===== src/rtl/core/mtg_pkg.sv =====
// Shared constants, command types and word functions for the MT19937 generator.
package mtg_pkg;

	localparam int WORDS_N    = 624;
	localparam int FAR_OFS_N  = 397;
	localparam int ADDR_W     = $clog2(WORDS_N);

	localparam logic [ADDR_W-1:0] WORDS       = ADDR_W'(WORDS_N);
	localparam logic [ADDR_W-1:0] LAST_WORD   = ADDR_W'(WORDS_N - 1);
	localparam logic [ADDR_W-1:0] UNSEEDED    = ADDR_W'(WORDS_N + 1);
	localparam logic [ADDR_W-1:0] FAR_OFS     = ADDR_W'(FAR_OFS_N);
	localparam logic [ADDR_W-1:0] FAR_WRAP    = ADDR_W'(WORDS_N - FAR_OFS_N);

	localparam logic [31:0] TWIST_XOR    = 32'h9908_b0df;
	localparam logic [31:0] HIGH_BIT     = 32'h8000_0000;
	localparam logic [31:0] LOW_BITS     = 32'h7fff_ffff;
	localparam logic [31:0] SEED_MULT    = 32'd1812433253;
	localparam logic [31:0] DEFAULT_SEED = 32'd5489;
	localparam logic [31:0] TEMPER_B     = 32'h9d2c_5680;
	localparam logic [31:0] TEMPER_C     = 32'hefc6_0000;

	// action field codes
	localparam logic ACT_DRAW = 1'b0;
	localparam logic ACT_SEED = 1'b1;

	localparam int CMD_DEPTH = 2;
	localparam int OUT_DEPTH = 2;

	typedef enum logic {
		CMD_DRAW = 1'b0,
		CMD_SEED = 1'b1
	} cmd_kind_t;

	typedef struct packed {
		cmd_kind_t   kind;
		logic [31:0] seed;
	} cmd_t;

	typedef struct packed {
		logic        push;
		logic [31:0] word;
	} out_push_t;

	// one step of the seeding recurrence
	function automatic logic [31:0] seed_step(input logic [31:0] prev,
		input logic [ADDR_W-1:0] i);
		logic [31:0] x;
		logic [31:0] p;
		x = prev ^ (prev >> 30);
		p = x * SEED_MULT;
		return p + 32'(i);
	endfunction

	// one word of the regeneration pass
	function automatic logic [31:0] twist_word(input logic [31:0] cur,
		input logic [31:0] nxt, input logic [31:0] far);
		logic [31:0] y;
		logic [31:0] v;
		y = (cur & HIGH_BIT) | (nxt & LOW_BITS);
		v = far ^ (y >> 1);
		if (y[0]) begin
			v = v ^ TWIST_XOR;
		end
		return v;
	endfunction

	function automatic logic [31:0] temper(input logic [31:0] w);
		logic [31:0] t;
		t = w ^ (w >> 11);
		t = t ^ ((t << 7) & TEMPER_B);
		t = t ^ ((t << 15) & TEMPER_C);
		t = t ^ (t >> 18);
		return t;
	endfunction

endpackage


===== src/rtl/core/mtg_out.sv =====
// Output buffer: small queue of tempered words facing the consumer.
module mtg_out #(
	parameter int OutDepth = mtg_pkg::OUT_DEPTH,
	localparam int CW = $clog2(OutDepth + 1)
) (
	input  logic               clk,
	input  logic               arst_n,
	input  mtg_pkg::out_push_t out_push,
	output logic [CW-1:0]      out_cnt,
	output logic               out_pop,
	output logic               out_valid,
	input  logic               out_ready,
	output logic [31:0]        random_word
);
	import mtg_pkg::*;

	localparam int PW = (OutDepth > 1) ? $clog2(OutDepth) : 1;

	logic [31:0]   slot_q [OutDepth];
	logic [PW-1:0] wr_ptr_q;
	logic [PW-1:0] rd_ptr_q;
	logic [CW-1:0] cnt_q;

	assign out_valid   = (cnt_q != '0);
	assign out_pop     = out_valid && out_ready;
	assign out_cnt     = cnt_q;
	assign random_word = slot_q[rd_ptr_q];

	always_ff @(posedge clk) begin
		if (out_push.push) begin
			slot_q[wr_ptr_q] <= out_push.word;
		end
	end

	always_ff @(posedge clk or negedge arst_n) begin
		if (!arst_n) begin
			wr_ptr_q <= '0;
			rd_ptr_q <= '0;
			cnt_q    <= '0;
		end else begin
			if (out_push.push) begin
				wr_ptr_q <= (wr_ptr_q == PW'(OutDepth - 1)) ? '0 : wr_ptr_q + 1'b1;
			end
			if (out_pop) begin
				rd_ptr_q <= (rd_ptr_q == PW'(OutDepth - 1)) ? '0 : rd_ptr_q + 1'b1;
			end
			cnt_q <= cnt_q + CW'(out_push.push) - CW'(out_pop);
		end
	end

endmodule


===== config.mk =====
export PLATFORM = sky130hd
export DESIGN_NAME = mtg_out
export DESIGN_NICKNAME = d
export VERILOG_FILES = /design/src/rtl/core/mtg_pkg.sv /design/src/rtl/core/mtg_out.sv
export SDC_FILE = /design/constraint.sdc
export NUM_CORES = 1
export LEC_CHECK = 0
export ABC_AREA = 0
export BUFFER_PORTS_ARGS = -buffer_cell sky130_fd_sc_hd__buf_4
export CORE_UTILIZATION = 45
export CTS_BUF_LIST = sky130_fd_sc_hd__clkbuf_4 sky130_fd_sc_hd__clkbuf_8
export DETAILED_ROUTE_END_ITERATION = 7
export PLACE_DENSITY = 0.7
export RECOVER_POWER = 50
export SYNTH_ARGS = -nofsm -noshare
export SYNTH_HDL_FRONTEND = slang
export SYNTH_SLANG_ARGS = --single-unit
export TNS_END_PERCENT = 30

===== constraint.sdc =====
create_clock -name clk -period 5.7 [get_ports clk]
set_input_delay 0.57 -clock clk [delete_from_list [all_inputs] [get_ports clk]]
set_output_delay 0.57 -clock clk [all_outputs]
set_load 0.005 [all_outputs]

==> results of run 1 <==
power breakdown:
part	leakage [nW]	switching [W]	internal, W
combinational	0.614	0.000156	0.000336
clock	0.0951	0.000157	0.000182
sequential	0.647	0.0000946	0.000666
total	1.36	0.000407	0.00118
cell type report:
cell class	instances	area (sq um)
well taps	72	90.1
multi-input cells	42	563
clock inverters	3	13.8
flip-flops and latches	68	2020
inverters	2	7.51
fillers	446	2240
repair buffers	72	510
clock buffers	13	160
registers in the layout, indices dropped and copies added (netlist names):
name / count
out_cnt: 2
wr_ptr_q: 1
rd_ptr_q: 1
slot_q: 64
worst register-to-register path, stage by stage (launching register included):
cell     delay [ps]
dfrtp_1         420
and2_0          780
buf_4           430
metal layers:
layer  track usage (%)  part of all wire (%)  up-vias
li1                  -                     -      609
met1              17.3                    41      623
met2              24.3                    51       49
met3              4.02                   6.5        5
met4              8.73                   1.0        0
met5                 0                     0        -
cell families (layout without fill, tap and decap cells):
| kind of cell | after synthesis | after routing | synth area share, % |
|---|---|---|---|
| xor gates and xnor gates | 4 | 4 | 1.32 |
| muxes | 32 | 32 | 17.7 |
| adders and majority gates | 2 | 2 | 0.942 |
| AOI/OAI and AO/OA | 1 | 1 | 0.283 |
| buffers and inverters | 6 | 90 | 2.97 |
| DFF | 68 | 68 | 76.1 |
| and+or+nand+nor | 3 | 3 | 0.707 |
per-stage QoR:
step / instance area [sq um] / hold WS [ps] / utilization (%) / total power (W) / instances
global route: 3370 / 70.8 / 60.0 / 0.00168 / 272
CTS: 3400 / 12.9 / 60.6 / 0.00161 / 272
global placement: 3220 / 367 / 57.5 / 0.00125 / 256
floorplan: 2660 / 274 / - / 0.00107 / 116
detailed placement: 3220 / 371 / 57.5 / 0.00127 / 256
finish: 3370 / 69.7 / 60.0 / 0.00159 / 272
worst max path at each step:
stage                 start               to  slack, ps  cells after the start
2_1_floorplan  out_push[32]     slot_q[0][0]       3260                      1
3_3_place_gp       rd_ptr_q  random_word[22]       3560                      2
3_5_place_dp       rd_ptr_q  random_word[22]       3520                      2
4_1_cts            rd_ptr_q  random_word[22]       3160                      2
5_1_grt            rd_ptr_q  random_word[22]       2440                      2
6_report           rd_ptr_q  random_word[23]       2610                      2
cell usage after synthesis:
cell type	count
mux2_4	29
and2_1	1
o21a_1	1
or2_2	1
ha_1	2
xnor2_1	2
inv_1	2
dfrtp_1	4
xor2_1	2
edfxtp_1	64
buf_12	3
mux2_2	3
buf_6	1
nor2b_1	1
==> flow_metrics.env, run 1 <==
export IMPL_clockBufferDepth=2
export IMPL_fin_crit_sh_pct=54.2
export IMPL_violations="capacitance limit, slew limit"
export IMPL_hold_viol_final=0
export IMPL_vias_per_cell=4.73
export IMPL_period_needed_ps=3090
export IMPL_syn_nets=154
export IMPL_synth_avg_cell_area_sq_um=22.9
export IMPL_insertion_delay_ps=320
export IMPL_r2r_slack_ps=3740
export IMPL_core_sq_um=5610
export IMPL_routed_wl_microns=4170
export IMPL_ir_worst_vdd_v=0.000324
export IMPL_syn2layout_area_growth_pct=26.8
export IMPL_r2r_end="slot_q[1][17]"
export IMPL_hold_path_class="in -> async"
export IMPL_drive_above_1_share_pct=56.5
export IMPL_grt_pass1_wl_microns=6520
export IMPL_cts_max_level=3
export IMPL_report_final_slew_viol_count=34
export IMPL_gr_total_overflow=0
export IMPL_n_antenna_cell=0
export IMPL_synthCells=116
export IMPL_final_cell_mix="edfxtp_1 (64), buf_4 (37), clkbuf_4 (30)"
export IMPL_groute_usage_overall_pct=14.7
export IMPL_p_leak_nw=1.36
export IMPL_worst_slack_ps=2610
export IMPL_cp_data_arrival_time_ps=2520
export IMPL_drv_cap=1
export IMPL_hpwl_microns=2770
export IMPL_numClockSinks=68
export IMPL_nNetsFinal=233
export IMPL_hold_buffers=0
export IMPL_grt_pass1_vias=1389
export IMPL_portBuffers=71
export IMPL_critPathMaxFanout=33
export IMPL_finalSetupViolCount=0
export IMPL_die_w_microns=78.8
export IMPL_gp_congestion=0.679
export IMPL_grt_max_degree=34
export IMPL_end_kind="primary output"
export IMPL_drt_iter0_drc=62
export IMPL_critical_path_top_delay_family="flip-flops"
export IMPL_rsz0062_at_grt="no"
export IMPL_ys_seq_area_share_pct=76.1
export IMPL_firstDrtPassIters=3
export IMPL_clockRootBuffer="clkbuf_8"
export IMPL_final_common_cell="edfxtp_1"
export IMPL_crit_type="reg -> out"
export IMPL_worstReg2RegStart="wr_ptr_q"
export IMPL_fmax_mhz=324
export IMPL_cp_slowest_cell="dfrtp_1"
export IMPL_yosysWarnings=0
export IMPL_startpoint_type="register"
export IMPL_cp_required_ps=5130
export IMPL_dieArea_sq_um=6210
export IMPL_cts_resized=0
export IMPL_drc_errors=0
export IMPL_critPathMaxStageDelay_ps=1600
export IMPL_slew_headroom_pct=-23.9
export IMPL_run_status="complete, but fails checks"
export IMPL_wl_per_cell_microns=15.3
export IMPL_ys_ff_latch=68
export IMPL_io_pins=72
export IMPL_power_density_nw_per_um2=473
export IMPL_die_y_microns=78.8
export IMPL_yosysUniqueCellTypes=14
export IMPL_initial_core_util_pct=47.4
export IMPL_tns_ps=0
export IMPL_cts_tree="done"
export IMPL_pre_cts_slack_ps=3520
export IMPL_synth_top_area_share_pct=72.4
export IMPL_dr_total_vias=1286
export IMPL_crit_buf_inv=1
export IMPL_drt_antenna_violating_nets=0
export IMPL_numCtsBuffers=9
export IMPL_antenna_found_initial=0
export IMPL_syn_area_sq_um=2660
export IMPL_crit_chain="mux2_2 > buf_4"
export IMPL_yosysTopAreaCell="edfxtp_1"
export IMPL_synth_area_leaders="edfxtp_1 (72%), mux2_4 (16%), dfrtp_1 (3.8%)"
export IMPL_tightestPinTransition_ps=1860
export IMPL_clk_pin_slew_ps=70
export IMPL_r2r_cells=2
export IMPL_cts_setup_buffers=0
export IMPL_fin_skew_ps=4.33
export IMPL_rows=27
Power figures use the tool's default switching activity.
==> run 2, diff against run 1 <==
==> constraint.sdc (replaced) <==
create_clock -name clk -period 3.05 [get_ports clk]
set_input_delay 0.305 -clock clk [delete_from_list [all_inputs] [get_ports clk]]
set_output_delay 0.305 -clock clk [all_outputs]
set_load 0.005 [all_outputs]
==> run 2 against run 1 <==
The flow now finishes without violations. Utilization is essentially flat. Final cell count is 0.37% higher. Via count rose by 0.16%. Largest power group unchanged.
==> flow_metrics.env, run 2 (synthesis gave the netlist of run 1 again) <==
export IMPL_numClockSinks=68
export IMPL_syn2layout_area_growth_pct=26.8
export IMPL_final_cell_mix="edfxtp_1 (64), buf_4 (38), mux2_4 (29), clkbuf_4 (29), clkbuf_8 (9)"
export IMPL_gp_congestion=0.676
export IMPL_rsz0062_at_grt="no"
export IMPL_drc_errors=0
export IMPL_hold_path_class="in -> reg"
export IMPL_r2r_slack_ps=1140
export IMPL_final_common_cell="edfxtp_1"
export IMPL_insertion_delay_ps=320
export IMPL_antenna_found_initial=0
export IMPL_use_met1_pct=16.7
export IMPL_period_needed_ps=2270
export IMPL_regMostFlops="slot_q"
export IMPL_pre_cts_slack_ps=1100
export IMPL_grt_pass1_wl_microns=6620
export IMPL_end_kind="primary output"
export IMPL_hold_viol_final=0
export IMPL_ir_worst_vdd_v=0.000471
export IMPL_routed_wl_microns=4270
export IMPL_grt_max_degree=33
export IMPL_drv_cap=0
export IMPL_p_leak_nw=1.36
export IMPL_n_antenna_cell=0
export IMPL_gr_total_overflow=0
export IMPL_cts_tree="done"
export IMPL_groute_usage_overall_pct=15.1
export IMPL_grt_util_met2_pct=25.5
export IMPL_drt_antenna_violating_nets=0
export IMPL_largest_reg_flops=64
export IMPL_fmax_mhz=441
export IMPL_numCtsBuffers=9
export IMPL_dieArea_sq_um=6210
export IMPL_slew_headroom_pct=36.6
export IMPL_firstDrtPassIters=4
export IMPL_ff_latch_area_sq_um=2020
export IMPL_cp_data_arrival_time_ps=1960
export IMPL_critPathMaxFanout=20
export IMPL_run_status="completed"
export IMPL_startpoint_type="register"
export IMPL_drt_iter0_drc=36
export IMPL_grt_busiest_layer="met2"
export IMPL_io_pins=72
export IMPL_fin_crit_sh_pct=74.3
export IMPL_fillCellCount=455
export IMPL_power_density_nw_per_um2=870
export IMPL_initial_core_util_pct=47.4
export IMPL_die_w_microns=78.8
export IMPL_wl_per_cell_microns=15.6
export IMPL_fin_skew_ps=5.37
export IMPL_tightestPinTransition_ps=949
export IMPL_grt_use_met3_pct=5.40
export IMPL_worst_slack_ps=783
export IMPL_core_sq_um=5610
export IMPL_portBuffers=71
export IMPL_report_final_slew_viol_count=0
export IMPL_nNetsFinal=235
export IMPL_hpwl_microns=2870
export IMPL_die_y_microns=78.8
export IMPL_crit_type="reg -> out"
export IMPL_dr_total_vias=1288
export IMPL_clockBufferDepth=2
export IMPL_fin_util_pct=60.1
export IMPL_clk_pin_slew_ps=60
export IMPL_clockRootBuffer="clkbuf_8"
export IMPL_cp_required_ps=2740
export IMPL_cts_max_level=3
export IMPL_drive_above_1_share_pct=56.7
export IMPL_rows=27
export IMPL_cts_resized=0
export IMPL_vias_per_cell=4.72
export IMPL_tns_ps=0
export IMPL_finalSetupViolCount=0
export IMPL_multi_input_area_sq_um=563
export IMPL_grt_pass1_vias=1395
-- run 2: cell count changes in the layout (fill, tap and decap cells not counted) --
cell	change
buf_4	+1
clkbuf_8	-1
dfrtp_2	+1
dlygate4sd3_1	+1
clkinv_1	-1
clkinv_2	+1
clkbuf_4	-1
buf_1	+1
dfrtp_1	-1
-- run 2: path summary, 6_finish.rpt --
| kind | start | end | cells after the start |
|---|---|---|---|
| max in group asynchronous | arst_n | rd_ptr_q | 2 |
| min | out_push[21] | slot_q[1][21] | 1 |
| max reg2reg | wr_ptr_q | slot_q[1][13] | 2 |
| min reg2reg | wr_ptr_q | wr_ptr_q | 1 |
| min in group asynchronous | arst_n | out_cnt[0] | 2 |
| max | rd_ptr_q | random_word[14] | 3 |
-- run 2: cell type report --
cell class | instances | area share [%]
clock buffers | 12 | 4.34
clock inverters | 3 | 0.446
inverters | 2 | 0.223
multi-input cells | 42 | 16.7
flip-flops and latches | 68 | 60.0
well taps | 72 | 2.67
repair buffers | 74 | 15.6
-- run 2: power by group --
group	total, W	switching (W)	internal, W
Clock	0.000603	0.000289	0.000314
Combinational	0.000949	0.000347	0.000602
Sequential	0.00138	0.000131	0.00125
Total	0.00293	0.000767	0.00216
-- run 2: per-layer routing --
| metal | share of wire, % | wire (microns) | vias up |
|---|---|---|---|
| li1 | - | - | 610 |
| met1 | 39 | 1680 | 621 |
| met5 | 0 | 0 | - |
| met2 | 53 | 2270 | 52 |
| met3 | 6.9 | 294 | 5 |
| met4 | 0.66 | 28 | 0 |
-- run 2: metrics by stage --
stage / total power, W / hold slack (ps) / cell area [sq um] / instances
after floorplan: 0.00200 / 9.41 / 2660 / 116
after detailed placement: 0.00237 / 105 / 3230 / 257
after global placement: 0.00233 / 103 / 3230 / 257
after CTS: 0.00299 / 145 / 3400 / 273
final: 0.00293 / 189 / 3370 / 273
after global routing: 0.00310 / 165 / 3370 / 273
-- run 2: what timing repair did --
item                      in CTS  in global routing
hold buffers                   1                  0
setup buffers                  0                  0
hold endpoints to repair       4                  0
-- run 2: worst max-delay path, cell delays in order (launching register included) --
cell and delay (ps):
dfrtp_2 760, buf_4 400, mux2_4 340, buf_4 140
