**config.mk**
```make
export PLATFORM = sky130hd
export DESIGN_NAME = mtg_front
export DESIGN_NICKNAME = d
export VERILOG_FILES = /design/src/rtl/core/mtg_pkg.sv /design/src/rtl/core/mtg_front.sv
export SDC_FILE = /design/constraint.sdc
export NUM_CORES = 1
export LEC_CHECK = 0
export BUFFER_PORTS_ARGS = -buffer_cell sky130_fd_sc_hd__buf_2
export CORE_ASPECT_RATIO = 0.9
export CORE_UTILIZATION = 40
export DETAILED_ROUTE_END_ITERATION = 16
export GPL_TIMING_DRIVEN = 0
export PLACE_DENSITY_LB_ADDON = 0.08
export SYNTH_ARGS = -nofsm -noshare
export SYNTH_HDL_FRONTEND = slang
export SYNTH_SLANG_ARGS = --single-unit
```
**constraint.sdc**
```tcl
create_clock -name clk -period 3.3 [get_ports clk]
set_input_delay 0.495 -clock clk [delete_from_list [all_inputs] [get_ports clk]]
set_output_delay 0.495 -clock clk [all_outputs]
set_load 0.02 [all_outputs]
```
**src/rtl/core/mtg_pkg.sv**
```systemverilog
// Shared constants, command types and word functions for the MT19937 generator.
package mtg_pkg;

	localparam int WORDS_N    = 624;
	localparam int FAR_OFS_N  = 397;
	localparam int ADDR_W     = $clog2(WORDS_N);

	localparam logic [ADDR_W-1:0] WORDS       = ADDR_W'(WORDS_N);
	localparam logic [ADDR_W-1:0] LAST_WORD   = ADDR_W'(WORDS_N - 1);
	localparam logic [ADDR_W-1:0] UNSEEDED    = ADDR_W'(WORDS_N + 1);
	localparam logic [ADDR_W-1:0] FAR_OFS     = ADDR_W'(FAR_OFS_N);
	localparam logic [ADDR_W-1:0] FAR_WRAP    = ADDR_W'(WORDS_N - FAR_OFS_N);

	localparam logic [31:0] TWIST_XOR    = 32'h9908_b0df;
	localparam logic [31:0] HIGH_BIT     = 32'h8000_0000;
	localparam logic [31:0] LOW_BITS     = 32'h7fff_ffff;
	localparam logic [31:0] SEED_MULT    = 32'd1812433253;
	localparam logic [31:0] DEFAULT_SEED = 32'd5489;
	localparam logic [31:0] TEMPER_B     = 32'h9d2c_5680;
	localparam logic [31:0] TEMPER_C     = 32'hefc6_0000;

	// action field codes
	localparam logic ACT_DRAW = 1'b0;
	localparam logic ACT_SEED = 1'b1;

	localparam int CMD_DEPTH = 2;
	localparam int OUT_DEPTH = 2;

	typedef enum logic {
		CMD_DRAW = 1'b0,
		CMD_SEED = 1'b1
	} cmd_kind_t;

	typedef struct packed {
		cmd_kind_t   kind;
		logic [31:0] seed;
	} cmd_t;

	typedef struct packed {
		logic        push;
		logic [31:0] word;
	} out_push_t;

	// one step of the seeding recurrence
	function automatic logic [31:0] seed_step(input logic [31:0] prev,
		input logic [ADDR_W-1:0] i);
		logic [31:0] x;
		logic [31:0] p;
		x = prev ^ (prev >> 30);
		p = x * SEED_MULT;
		return p + 32'(i);
	endfunction

	// one word of the regeneration pass
	function automatic logic [31:0] twist_word(input logic [31:0] cur,
		input logic [31:0] nxt, input logic [31:0] far);
		logic [31:0] y;
		logic [31:0] v;
		y = (cur & HIGH_BIT) | (nxt & LOW_BITS);
		v = far ^ (y >> 1);
		if (y[0]) begin
			v = v ^ TWIST_XOR;
		end
		return v;
	endfunction

	function automatic logic [31:0] temper(input logic [31:0] w);
		logic [31:0] t;
		t = w ^ (w >> 11);
		t = t ^ ((t << 7) & TEMPER_B);
		t = t ^ ((t << 15) & TEMPER_C);
		t = t ^ (t >> 18);
		return t;
	endfunction

endpackage

```
**src/rtl/core/mtg_front.sv**
```systemverilog
// Front end: takes input words, classifies them and queues commands.
module mtg_front #(
	parameter int CmdDepth = mtg_pkg::CMD_DEPTH
) (
	input  logic          clk,
	input  logic          arst_n,
	input  logic          in_valid,
	output logic          in_ready,
	input  logic          action,
	input  logic [31:0]   seed,
	output logic          cmd_valid,
	output mtg_pkg::cmd_t cmd,
	input  logic          cmd_pop
);
	import mtg_pkg::*;

	localparam int PW = (CmdDepth > 1) ? $clog2(CmdDepth) : 1;
	localparam int CW = $clog2(CmdDepth + 1);

	cmd_t          slot_q [CmdDepth];
	logic [PW-1:0] wr_ptr_q;
	logic [PW-1:0] rd_ptr_q;
	logic [CW-1:0] cnt_q;
	logic          push;
	cmd_t          item;

	assign in_ready  = (cnt_q < CW'(CmdDepth));
	assign push      = in_valid && in_ready;
	assign cmd_valid = (cnt_q != '0);
	assign cmd       = slot_q[rd_ptr_q];

	always_comb begin
		item.kind = (action == ACT_SEED) ? CMD_SEED : CMD_DRAW;
		item.seed = seed;
	end

	always_ff @(posedge clk) begin
		if (push) begin
			slot_q[wr_ptr_q] <= item;
		end
	end

	always_ff @(posedge clk or negedge arst_n) begin
		if (!arst_n) begin
			wr_ptr_q <= '0;
			rd_ptr_q <= '0;
			cnt_q    <= '0;
		end else begin
			if (push) begin
				wr_ptr_q <= (wr_ptr_q == PW'(CmdDepth - 1)) ? '0 : wr_ptr_q + 1'b1;
			end
			if (cmd_pop) begin
				rd_ptr_q <= (rd_ptr_q == PW'(CmdDepth - 1)) ? '0 : rd_ptr_q + 1'b1;
			end
			cnt_q <= cnt_q + CW'(push) - CW'(cmd_pop);
		end
	end

endmodule

```
==> reports/results.ini, run 1 <==
[critical_path]
crit_path_max_incr_delay_ns = 0.36
required_ns = 2.80
worstSetupPathType = flip-flop to primary output
path_delay_family = buffers and inverters
critPathMaxFanout = 10
crit_path_top_delay_cell = mux2_1
worstSetupStartpointType = flip-flop
worst-path-buf-inv = 3
cp-end-kind = primary output
cpMostUsedCell = buf_2
crit_chain = buf_2 -> buf_2 -> mux2_1 -> buf_2
crit_arrival_ns = 1.65

[flow_run]
cap_violations = 0

[synth]
synth_area_um2 = 2560
ys.flop_type = edfxtp_1
synth_nets = 157
synth_edf_count = 66
ys_seq_area_frac = 0.814
synth_area_leader_cell = edfxtp_1
ys_seq_elements = 70
synth-async-reset-ratio = 0.0571
synthCells = 119
netlist.area_leader.share = 0.775
avgSynthCellArea_um2 = 21.5
synthTopCellsByArea = edfxtp_1 (77%), mux2_1 (15%), dfrtp_1 (3.9%)
ys_types = 14
yosys_warnings = 0

[global_route]
grt_overflow_total = 0
grt_max_degree = 34
antenna_found_initial = 0
grt_usage = 0.134
grt_pass1_wl_um = 6480
grt_pass1_vias = 1391

[sta]
period_minus_slack_ns = 2.15
worst_slew_pin_slew_ns = 0.969
max_freq_ghz = 0.466
relSlewSlack = 0.352
slew_viol_final = 0
hold_viol_final = 0
finClkSkew_ns = 0.00654
rsz0062_at_grt = no
whs_ns = 0.341
setup_viol = 0
finalSetupTns_ns = 0
post-route-period-util = 0.651

[clock_network]
cts_tree = done
clk_latency_ns = 0.33
htreeDepth = 3
cts_root_buf = clkbuf_8
cts_sinks = 70
clk_pin_slew_ns = 0.07
clockBufferDepth = 2
cts_buffers = 9

[placement]
io_buffers = 71
hpwl_um = 2770
dp_cells = 277
gp_congestion = 0.613

[final_layout]
fin_nets = 240
drive_gt1_frac = 0.440
finalNonFillerCells = 294
insertedDiodeCount = 0
syn_to_final_growth_pct = 26.3

[die]
dieArea_um2 = 6720
die_w_um = 86.3
rows = 27
pin_count = 72
start_util = 0.416
core-area_um2 = 6150
die_h_um = 77.9

[drt]
num_vias = 1304
wl_per_cell_um = 14.1
drtPass1Iterations = 2
finalWirelength_um = 4140
drc_errors = 0
ant_nets = 0
drt_iter0_markers = 31
viasPerCell = 4.44

[pwr]
power_density_nw_per_um2 = 848
p_leak_nw = 1.22
peakVddDrop_v = 0.000443
power_mw = 2.74

[worst_hold_path]
hp-class = input pin to flip-flop

[status]
status = complete, no violations

-- metal layers --
| metal | vias up | track usage | part of all wire |
|---|---|---|---|
| li1 | 628 | - | - |
| met1 | 628 | 0.135 | 0.38 |
| met2 | 42 | 0.233 | 0.53 |
| met3 | 6 | 0.0755 | 0.077 |
| met4 | 0 | 0.0450 | 0.011 |
| met5 | - | 0 | 0 |
-- cells by family after synthesis --
group | count (synthesis) | synth area share
adder cells (fa/ha/maj) | 1 | 0.00489
AO/OA/AOI/OAI | 1 | 0.00195
flip-flops | 70 | 0.814
multiplexers | 33 | 0.145
AND/OR/NAND/NOR | 5 | 0.0112
XOR/XNOR | 4 | 0.0137
buffers and inverters | 5 | 0.00929
-- cell usage after synthesis (all sizes together), types with 2 or more instances --
cell     n
edfxtp  66
mux2    33
buf      4
dfrtp    4
xnor2    2
xor2     2
-- path summary, 6_finish.rpt --
kind	slack, ns	endpoint	startpoint	cells after the start
max in group asynchronous	2.69	rd_ptr_q$_DFFE_PN0P_	arst_n	2
worst min register to register	0.53	cnt_q[0]$_DFF_PN0_	cnt_q[0]$_DFF_PN0_	1
min in group asynchronous	0.49	wr_ptr_q$_DFFE_PN0P_	arst_n	2
worst max register to register	1.50	slot_q[0][11]$_DFFE_PP_	cnt_q[1]$_DFF_PN0_	3
worst max-delay path	1.15	cmd[9]	rd_ptr_q$_DFFE_PN0P_	4
worst min-delay path	0.34	slot_q[1][13]$_DFFE_PP_	seed[13]	1
-- cells in the final DEF (no fill, tap or decap) --
cell type / n
nand2_1: 1
clkinv_1: 2
dlygate4sd3_1: 1
xnor2_1: 2
inv_1: 1
clkbuf_8: 9
ha_1: 1
buf_2: 75
nor2_4: 1
mux2_1: 33
or2_1: 1
bufinv_16: 1
clkinvlp_4: 3
edfxtp_1: 66
clkinv_2: 1
dfrtp_1: 4
or3b_1: 1
o21ai_1: 1
and3_2: 1
xor2_1: 2
-- power breakdown --
group          internal, mW  switching (mW)
combinational         0.312           0.559
clock                 0.342           0.296
sequential             1.19          0.0443
-- final cells by class --
cell class | count | area [um^2]
flip-flops and latches | 70 | 2080
clock buffers | 9 | 124
multi-input cells | 44 | 462
plain buffers | 4 | 20.0
fillers | 542 | 2920
inverters | 1 | 3.75
well taps | 87 | 109
clock inverters | 7 | 65.1
repair buffers | 72 | 365
-- metrics by stage --
stage / area, um^2 / utilization / setup slack [ns]
floorplan: 2560 / - / 0.761
finish: 3230 / 0.525 / 1.15
CTS: 3230 / 0.525 / 1.11
detailed placement: 3030 / 0.493 / 1.32
global route: 3230 / 0.525 / 1.04
global placement: 3020 / 0.492 / 0.0837
-- state kept, by name (all words and copies together), names as in the netlist --
signal and flops:
slot_q 66, cnt_q 2, wr_ptr_q 1, rd_ptr_q 1
-- repair_timing --
action	CTS	global route
hold endpoints to repair	4	0
hold buffers	1	0
setup buffers	0	0
resized for setup	0	0
Note: power is estimated with default switching activity, not from simulation.
==> inputs of run 2 (changes only) <==
--- a/config.mk
+++ b/config.mk
@@ -5,6 +5,7 @@
 export SDC_FILE = /design/constraint.sdc
 export NUM_CORES = 1
 export LEC_CHECK = 0
+export ABC_AREA = 1
 export BUFFER_PORTS_ARGS = -buffer_cell sky130_fd_sc_hd__buf_2
 export CORE_ASPECT_RATIO = 0.9
 export CORE_UTILIZATION = 40
==> constraint.sdc (replaced) <==
create_clock -name clk -period 2.21 [get_ports clk]
set_input_delay 0.3315 -clock clk [delete_from_list [all_inputs] [get_ports clk]]
set_output_delay 0.3315 -clock clk [all_outputs]
set_load 0.02 [all_outputs]
==> reports/results.ini, run 2 <==
[global_route]
grt_pass1_wl_um = 6490
grt_overflow_total = 0
antenna_found_initial = 0
grt_max_degree = 34
grt_pass1_vias = 1418
grt_usage = 0.131

[synth]
netlist.area_leader.share = 0.725
synthCells = 126
synthTopCellsByArea = edfxtp_1 (72%), mux2_4 (16%), dfrtp_1 (3.7%)
synth_edf_count = 66
yosys_warnings = 0
synth_common_cells = edfxtp_1 (66), mux2_4 (29), inv_1 (5), nand2_1 (5)
ys.flop_type = edfxtp_1
ys_seq_area_frac = 0.762
ys_types = 13
yosysMostFrequentCell = edfxtp_1
synth_nets = 164
synth-async-reset-ratio = 0.0571
avgSynthCellArea_um2 = 21.7
synth_area_um2 = 2730
ys_seq_elements = 70
synth_area_leader_cell = edfxtp_1

[placement]
preCtsSetupSlack_ns = 0.312
gp_congestion = 0.587
dp_cells = 287
io_buffers = 71
hpwl_um = 2920

[final_layout]
fin_nets = 247
drive_gt1_frac = 0.579
largest_register_ffs = 66
fin_util = 0.525
top_register = slot_q
finalNonFillerCells = 304
reg_top3 = slot_q x66, cnt_q x2
syn_to_final_growth_pct = 26.5
layout_common_cells = buf_2 (71), edfxtp_1 (66), mux2_4 (29)
layout_commonest_cell = buf_2
insertedDiodeCount = 0
nFillCells = 594

[clock_network]
cts_tree = done
postCtsHoldBufs = 1
clockBufferDepth = 2
clk_pin_slew_ns = 0.07
cts_resized = 0
cts_buffers = 9
clk_latency_ns = 0.33
cts_root_buf = clkbuf_8
postCtsSetupBuffers = 0
htreeDepth = 3
cts_sinks = 70

[drt]
drtPass1Iterations = 3
drc_errors = 0
finalWirelength_um = 4280
viasPerCell = 4.41
num_vias = 1341
wl_per_cell_um = 14.1
ant_nets = 0
drt_iter0_markers = 63

[worst_hold_path]
hp-class = input pin to flip-flop

[critical_path]
critPathMaxFanout = 33
worstSetupStartpointType = flip-flop
required_ns = 2.16
worstSetupPathType = flip-flop to flip-flop
cp-end-kind = flip-flop
crit_arrival_ns = 1.80

[pwr]
power_mw = 4.73
power_density_nw_per_um2 = 1370
p_sw_frac = 0.300
power.internal_mw = 3.31
seqPwrFrac = 0.393
combPwrFrac = 0.358
peakVddDrop_v = 0.000925
switching_power_mw = 1.42
clockPowerShare = 0.249
p_leak_nw = 1.41

[sta]
post-route-period-util = 0.834
rsz0062_at_grt = no
setup_slack_ns = 0.366
worst_slew_pin_slew_ns = 0.960
period_minus_slack_ns = 1.84
hold_viol_final = 0
finalSetupTns_ns = 0
slew_viol_final = 0
setup_viol = 0
max_freq_ghz = 0.542
finClkSkew_ns = 0.00425
relSlewSlack = 0.359

[die]
rows = 28
pin_count = 72
die_w_um = 89.1
start_util = 0.415
dieArea_um2 = 7170
core-area_um2 = 6590
die_h_um = 80.4

[flow_run]
cap_violations = 0

[status]
status = complete, no violations

-- run 2: worst paths after layout --
check                              startpoint  slack (ns)  depth (start not counted)                 endpoint
min                                   seed[9]        0.19                          1   slot_q[0][9]$_DFFE_PP_
min in group asynchronous              arst_n        0.33                          2     wr_ptr_q$_DFFE_PN0P_
min reg2reg                cnt_q[0]$_DFF_PN0_        0.52                          1       cnt_q[0]$_DFF_PN0_
max in group asynchronous              arst_n        1.76                          2     rd_ptr_q$_DFFE_PN0P_
max                        cnt_q[1]$_DFF_PN0_        0.37                          3  slot_q[0][32]$_DFFE_PP_
max reg2reg                cnt_q[1]$_DFF_PN0_        0.37                          3  slot_q[0][32]$_DFFE_PP_
-- run 2: logic make-up after synthesis --
group,after synthesis,synth area share
mux,33,0.176
simple gates,10,0.0156
fa+ha+maj,1,0.00458
flops,70,0.762
xor+xnor,3,0.00961
buf+inv,9,0.0330
-- run 2: worst max-delay path: stages (launching register included) --
cell     delay, ns
dfrtp_1       0.40
inv_1         0.09
nand2_1       0.19
nor2_4        0.78
-- run 2: cell type report --
type / instances / area (um^2) / share of cell area
Clock buffer: 12 / 135 / 0.0391
Multi-Input combinational cell: 47 / 577 / 0.167
Clock inverter: 4 / 95.1 / 0.0275
Buffer: 4 / 71.3 / 0.0206
Sequential cell: 70 / 2080 / 0.602
Timing Repair Buffer: 72 / 365 / 0.106
Tap cell: 90 / 113 / 0.0326
Inverter: 5 / 18.8 / 0.00543
-- run 2: metal layers --
metal / track usage / up-vias / part of all wire
met2: 0.242 / 46 / 0.55
met5: 0 / - / 0
met1: 0.119 / 642 / 0.37
met4: 0.0810 / 0 / 0.025
met3: 0.0473 / 11 / 0.057
li1: - / 642 / -
-- run 2: stage by stage --
step                      instance area, um^2  hold WS (ns)
after floorplan                          2730        0.0359
after global placement                   3200         0.140
after detailed placement                 3220         0.145
after CTS                                3460         0.168
after global routing                     3460         0.164
final                                    3460         0.186
-- run 2: power by group through the flow --
stage | combinational (mW) | clock [mW] | sequential [mW]
finish | 1.69 | 1.18 | 1.86
global route | 1.82 | 1.27 | 1.88
CTS | 1.74 | 1.21 | 1.86
detailed placement | 1.73 | 0 | 1.89
global placement | 1.68 | 0 | 1.88
floorplan | 1.29 | 0 | 1.87
==> inputs of run 3 (changes only) <==
--- a/config.mk
+++ b/config.mk
@@ -5,7 +5,7 @@
 export SDC_FILE = /design/constraint.sdc
 export NUM_CORES = 1
 export LEC_CHECK = 0
-export ABC_AREA = 1
+export ABC_AREA = 0
 export BUFFER_PORTS_ARGS = -buffer_cell sky130_fd_sc_hd__buf_2
 export CORE_ASPECT_RATIO = 0.9
 export CORE_UTILIZATION = 40
==> constraint.sdc (replaced) <==
create_clock -name clk -period 1.75 [get_ports clk]
set_input_delay 0.2625 -clock clk [delete_from_list [all_inputs] [get_ports clk]]
set_output_delay 0.2625 -clock clk [all_outputs]
set_load 0.02 [all_outputs]
==> reports/results.ini, run 3 (synthesized netlist as in run 1, its figures left out) <==
[clock_network]
clk_latency_ns = 0.33
cts_sinks = 70
cts_tree = done
htreeDepth = 3
clk_pin_slew_ns = 0.07
cts_buffers = 9
cts_root_buf = clkbuf_8
clockBufferDepth = 2

[global_route]
grt_pass1_wl_um = 6760
grt_max_degree = 34
grt_overflow_total = 0
antenna_found_initial = 0
grt_usage = 0.139
grt_pass1_vias = 1491

[die]
dieArea_um2 = 6720
die_h_um = 77.9
pin_count = 72
rows = 27
die_w_um = 86.3
start_util = 0.416
core-area_um2 = 6150

[drt]
viasPerCell = 4.53
route.met2.wl_um = 2340
drc_errors = 0
num_vias = 1340
routed.top_layer = met4
finalWirelength_um = 4370
drt_iter0_markers = 19
wl_per_cell_um = 14.8
ant_nets = 0
drtPass1Iterations = 4
drt-met1-wl_um = 1670
met3WireLength_um = 309

[sta]
max_freq_ghz = 0.580
period_minus_slack_ns = 1.72
finClkSkew_ns = 0.00913
slew_viol_final = 0
rsz0062_at_grt = yes
relSlewSlack = 0.614
worst_slew_pin_slew_ns = 0.578
post-route-period-util = 0.985
setup_slack_ns = 0.0264
finalSetupTns_ns = 0
hold_viol_final = 0
whs_ns = 0.113
setup_viol = 0

[pwr]
power_density_nw_per_um2 = 1630
switching_power_mw = 1.83
seqPwrFrac = 0.415
clockPowerShare = 0.187
power.internal_mw = 3.82
combPwrFrac = 0.398
peakVddDrop_v = 0.000774
p_leak_nw = 1.32
p_sw_frac = 0.324

[critical_path]
required_ns = 1.49
cp-end-kind = primary output
worstSetupPathType = flip-flop to primary output
r2r_cells = 3
critPathMaxFanout = 10
crit_arrival_ns = 1.46
worstSetupStartpointType = flip-flop

[worst_hold_path]
whs_path_depth = 1
hp-class = input pin to flip-flop

[final_layout]
reg_top3 = slot_q x66, cnt_q x2
layout_common_cells = edfxtp_1 (66), buf_2 (45), buf_6 (27)
layout_commonest_cell = edfxtp_1
syn_to_final_growth_pct = 35.5
top_register = slot_q
largest_register_ffs = 66
drive_gt1_frac = 0.502
insertedDiodeCount = 0
fin_nets = 242

[status]
status = complete, no violations

[placement]
io_buffers = 71
hpwl_um = 2800
preCtsSetupSlack_ns = -0.0955
gp_congestion = 0.603

[flow_run]
cap_violations = 0

run 3: repair_timing:
action | 4_1_cts | 5_1_grt
pin swaps | 1 | 0
hold endpoints to repair | 4 | 0
resized for setup | 22 | 56
hold buffers | 1 | 0
setup buffers | 1 | 0
setup endpoints to repair | 62 | 62
cloned | 1 | 0
run 3: layout make-up:
type | count | area [um^2]
multi-input combinational | 45 | 514
clock inverter | 7 | 41.3
clock buffer | 9 | 124
timing repair buffer | 73 | 536
inverter | 1 | 3.75
fill | 520 | 2680
sequential | 70 | 2080
tap | 87 | 109
buffer | 4 | 56.3
run 3: worst paths after layout:
| kind | from | slack [ns] | end |
|---|---|---|---|
| setup / recovery | rd_ptr_q$_DFFE_PN0P_ | 0.03 | cmd[21] |
| hold / removal | seed[4] | 0.11 | slot_q[1][4]$_DFFE_PP_ |
| setup reg to reg | cnt_q[1]$_DFF_PN0_ | 0.12 | slot_q[0][14]$_DFFE_PP_ |
| hold reg to reg | cnt_q[0]$_DFF_PN0_ | 0.52 | cnt_q[0]$_DFF_PN0_ |
| max in group asynchronous | arst_n | 1.36 | cnt_q[1]$_DFF_PN0_ |
| min in group asynchronous | arst_n | 0.26 | wr_ptr_q$_DFFE_PN0P_ |
run 3: power groups by stage:
stage,Sequential (mW),Clock [mW],Combinational [mW]
floorplan,2.33,0,1.14
global placement,2.34,0,1.63
detailed placement,2.36,0,1.67
CTS,2.34,1.09,1.89
global route,2.37,1.17,2.38
finish,2.34,1.06,2.25
run 3: critical path, stage by stage, from the launching register on:
cell     delay [ns]
dfrtp_1        0.38
buf_6          0.14
buf_8          0.15
mux2_1         0.30
buf_2          0.16
run 3: routing by layer:
metal,vias up,global-route usage
li1,633,-
met1,654,0.139
met2,44,0.249
met3,9,0.0649
met4,0,0.0550
met5,-,0
run 3: metrics by stage:
stage | area [um^2] | instances | power (mW) | util
final | 3470 | 296 | 5.65 | 0.564
after global routing | 3470 | 296 | 5.93 | 0.564
after CTS | 3290 | 296 | 5.32 | 0.536
after detailed placement | 3030 | 277 | 4.03 | 0.493
after global placement | 3030 | 277 | 3.97 | 0.493
after floorplan | 2570 | 119 | 3.47 | -
